===== config.mk =====
export PLATFORM = sky130hd
export DESIGN_NAME = iee_ram
export DESIGN_NICKNAME = d
export VERILOG_FILES = /design/src/hdl/iee_ram.sv
export SDC_FILE = /design/constraint.sdc
export NUM_CORES = 1
export LEC_CHECK = 0
export BUFFER_PORTS_ARGS = -buffer_cell sky130_fd_sc_hd__buf_2
export CAP_MARGIN = 40
export CORE_MARGIN = 3
export CORE_UTILIZATION = 50
export DETAILED_ROUTE_END_ITERATION = 6
export PLACE_DENSITY = 0.67
export SKIP_LAST_GASP = 1
export SLEW_MARGIN = 20
export SYNTH_ARGS = -nofsm -noshare
export SYNTH_HDL_FRONTEND = slang
export SYNTH_SLANG_ARGS = --single-unit

===== constraint.sdc =====
create_clock -name i_clk -period 3 [get_ports i_clk]
set_clock_uncertainty 0.05 [all_clocks]
set_input_delay 0 -clock i_clk [delete_from_list [all_inputs] [get_ports i_clk]]
set_output_delay 0 -clock i_clk [all_outputs]
set_load 0.01 [all_outputs]

===== src/hdl/iee_ram.sv =====
`timescale 1ns / 1ps
// Generic single write port RAM with one registered read port.
module iee_ram #(
    parameter int WIDTH = 8,
    parameter int DEPTH = 16
) (
    input  logic                     i_clk,
    input  logic                     i_we,
    input  logic [$clog2(DEPTH)-1:0] i_waddr,
    input  logic [WIDTH-1:0]         i_wdata,
    input  logic [$clog2(DEPTH)-1:0] i_raddr,
    output logic [WIDTH-1:0]         o_rdata
);
    logic [WIDTH-1:0] r_mem [DEPTH];

    always_ff @(posedge i_clk) begin
        if (i_we) begin
            r_mem[i_waddr] <= i_wdata;
        end
        o_rdata <= r_mem[i_raddr];
    end
endmodule


==> flow_summary.yaml <==
pwr:
  irDropWorstVdd_mv: 0.371
  p_leak_nw: 2.11
  cellPowerDensity_mw_per_mm2: 699
sta:
  worstMarginPinSlew_ns: 0.812
  max_freq_mhz: 525
  period_minus_slack_ns: 1.90
  finalSetupViolations: 0
  max_slew_margin_pct: 45.7
  slew_viol_final: 0
  rsz0062_at_grt: "no"
  fin_crit_sh_pct: 63.5
  fin_tns_setup_ns: 0
  final_hold_viol_count: 0
worst_setup_path:
  cp.required_ns: 3.17
  cp_slowest_cell: "dlygate4sd3_1"
  cp_slowest_stage_delay_ns: 0.57
  rrSetupSlack_ns: 1.54
  r2r-start: "r_mem[2][6]"
  crit_top_cell: "dlygate4sd3_1"
  end_kind: "flop"
  crit_path_end: "r_mem[0][3]"
  cp.arrival_ns: 2.07
  reg2reg_depth: 3
  critical_path_class: "input pin to flop"
  reg2reg_to: "o_rdata[6]"
  critPathLaunch: "i_waddr[2]"
  start_kind: "input pin"
  path_cells: "dlygate4sd3_1 > buf_2 > or3b_2 > nor3_1 > dlygate4sd3_1 > buf_4"
  path_max_fanout: 8
synth:
  synth_cell_type_count: 19
  yosysSeqAreaShare_pct: 77.8
  syn_avg_cell_area_um2: 22.5
  synth_nets: 247
  synth_cells: 229
  syn_area_mm2: 0.00515
  yosys_warnings: 0
  ys_seq_elements: 136
global_routing:
  first_global_vias: 2611
  groute.usage.overall_pct: 19.3
  grt_max_degree: 33
  antenna_found_initial: 0
  grt_first_pass_wirelength_um: 15500
  overflow: 0
routing:
  drt_iter0_drc: 166
  wirelength_met1_um: 4420
  routed.top_layer: "met4"
  wl_met3_um: 654
  via_count: 2503
  ant_nets: 0
  wl_per_cell_um: 22.9
  post-route-drc-count: 0
  met2WireLength_um: 4810
  via_per_inst: 5.70
  routed_wl_um: 10000
  first_pass_iters: 4
final_layout:
  utilization_pct: 62.6
  layout_commonest_cell: "edfxtp_1"
  diodes: 0
  layout_common_cells: "128 x edfxtp_1, 25 x buf_2, 18 x mux4_2"
  nNetsFinal: 311
  n_fill_cell: 683
  drive_gt1_share_pct: 29.1
  areaGrowthSynthToFinish_pct: 20.5
floorplan:
  core_area_mm2: 0.00991
  rows: 36
  die_h_um: 107
  die_width_um: 107
  start_util_pct: 51.9
  die_area_mm2: 0.0115
  pin_count: 26
placed_design:
  port_buffers: 25
  finalWeightedCongestion: 0.731
  dpl.hpwl_um: 6220
clock_network:
  path_clk_slew_ns: 0.06
  cts_buffers: 17
  cts_resized: 0
  htree_levels: 4
  clock_latency_ns: 0.52
  clk_path_buf_depth: 2
  clock_sinks: 136
  root_buffer: "clkbuf_8"
  cts_tree: "built"
outcome:
  status: "completed"
worst_hold_path:
  hold_path_class: "input pin to flop"
job:
  maxCapViolations: 0
[logic make-up after synthesis]
family	Yosys count	share of synthesized area, %
AO/OA/AOI/OAI	16	2.33
AND/OR/NAND/NOR	35	3.18
multiplexers	32	15.0
flip-flops	136	77.8
buffers and inverters	10	1.68
[what timing repair did]
| item | 4_1_cts | 5_1_grt |
|---|---|---|
| hold buffers | 15 | 0 |
| hold endpoints to repair | 169 | 0 |
| setup buffers | 0 | 0 |
[flip-flops by register name, indices dropped and copies added, names as in the netlist]
register  cells
r_mem       128
o_rdata       8
[critical path, delay by kind of cell]
family / cells / cell delay, ns
buffers and inverters: 4 / 1.43
and+or+nand+nor: 2 / 0.64
[where the power goes]
group,internal [mW],switching [mW]
sequential,2.12,0.0114
combinational,0.0940,0.116
clock,1.25,0.741
total,3.47,0.868
[through the flow]
stage	instance area [µm²]	instances	setup WS [ns]	hold WS, ns	power [mW]
3_5_place_dp	5460	390	1.19	0.348	2.37
3_3_place_gp	5400	382	1.19	0.338	2.37
6_report	6200	439	1.10	0.0240	4.34
5_1_grt	6200	439	1.04	0.0146	4.48
4_1_cts	6190	437	1.14	0.00460	4.37
2_1_floorplan	5150	229	1.46	0.0489	2.29
[layout make-up]
| type | count | area (µm²) | area share [%] |
|---|---|---|---|
| Clock inverter | 15 | 160 | 2.58 |
| Clock buffer | 17 | 414 | 6.68 |
| Timing Repair Buffer | 55 | 400 | 6.46 |
| Sequential cell | 136 | 4000 | 64.6 |
| Tap cell | 133 | 166 | 2.68 |
| Multi-Input combinational cell | 83 | 1060 | 17.0 |
[per-layer routing]
layer | vias up | track usage [%]
met3 | 10 | 4.56
met4 | 0 | 8.93
met1 | 1295 | 28.0
li1 | 1103 | -
met2 | 95 | 28.0
met5 | - | 0
[worst min path at each step]
stage                           from  slack (ns)  cells past startpoint           to
after floorplan           i_wdata[0]        0.05                      0  r_mem[0][0]
final                     i_raddr[3]        0.02                      4   o_rdata[7]
after detailed placement  o_rdata[2]        0.35                      1   o_rdata[2]
after CTS                 i_raddr[3]       0.005                      4   o_rdata[7]
after global placement    i_wdata[0]        0.34                      1  r_mem[5][0]
after global routing      i_raddr[3]        0.01                      4   o_rdata[7]
[synthesized netlist by cell type]
library cell,number,area [µm²]
mux4_1,14,368
buf_4,1,7.51
nand3_1,1,5.00
edfxtp_1,128,3840
nor3_1,4,20.0
mux4_2,18,405
buf_6,3,33.8
and2b_1,1,7.51
or3b_2,1,8.76
nor2_1,13,48.8
dfxtp_1,8,160
nand2b_1,2,12.5
a22oi_1,16,120
clkdlybuf4s25_2,3,30.0
nor2b_1,1,6.26
buf_2,3,15.0
and2_1,1,6.26
nand3b_1,2,15.0
nand2_1,9,33.8
No activity file was read; power rests on OpenSTA's default activity.
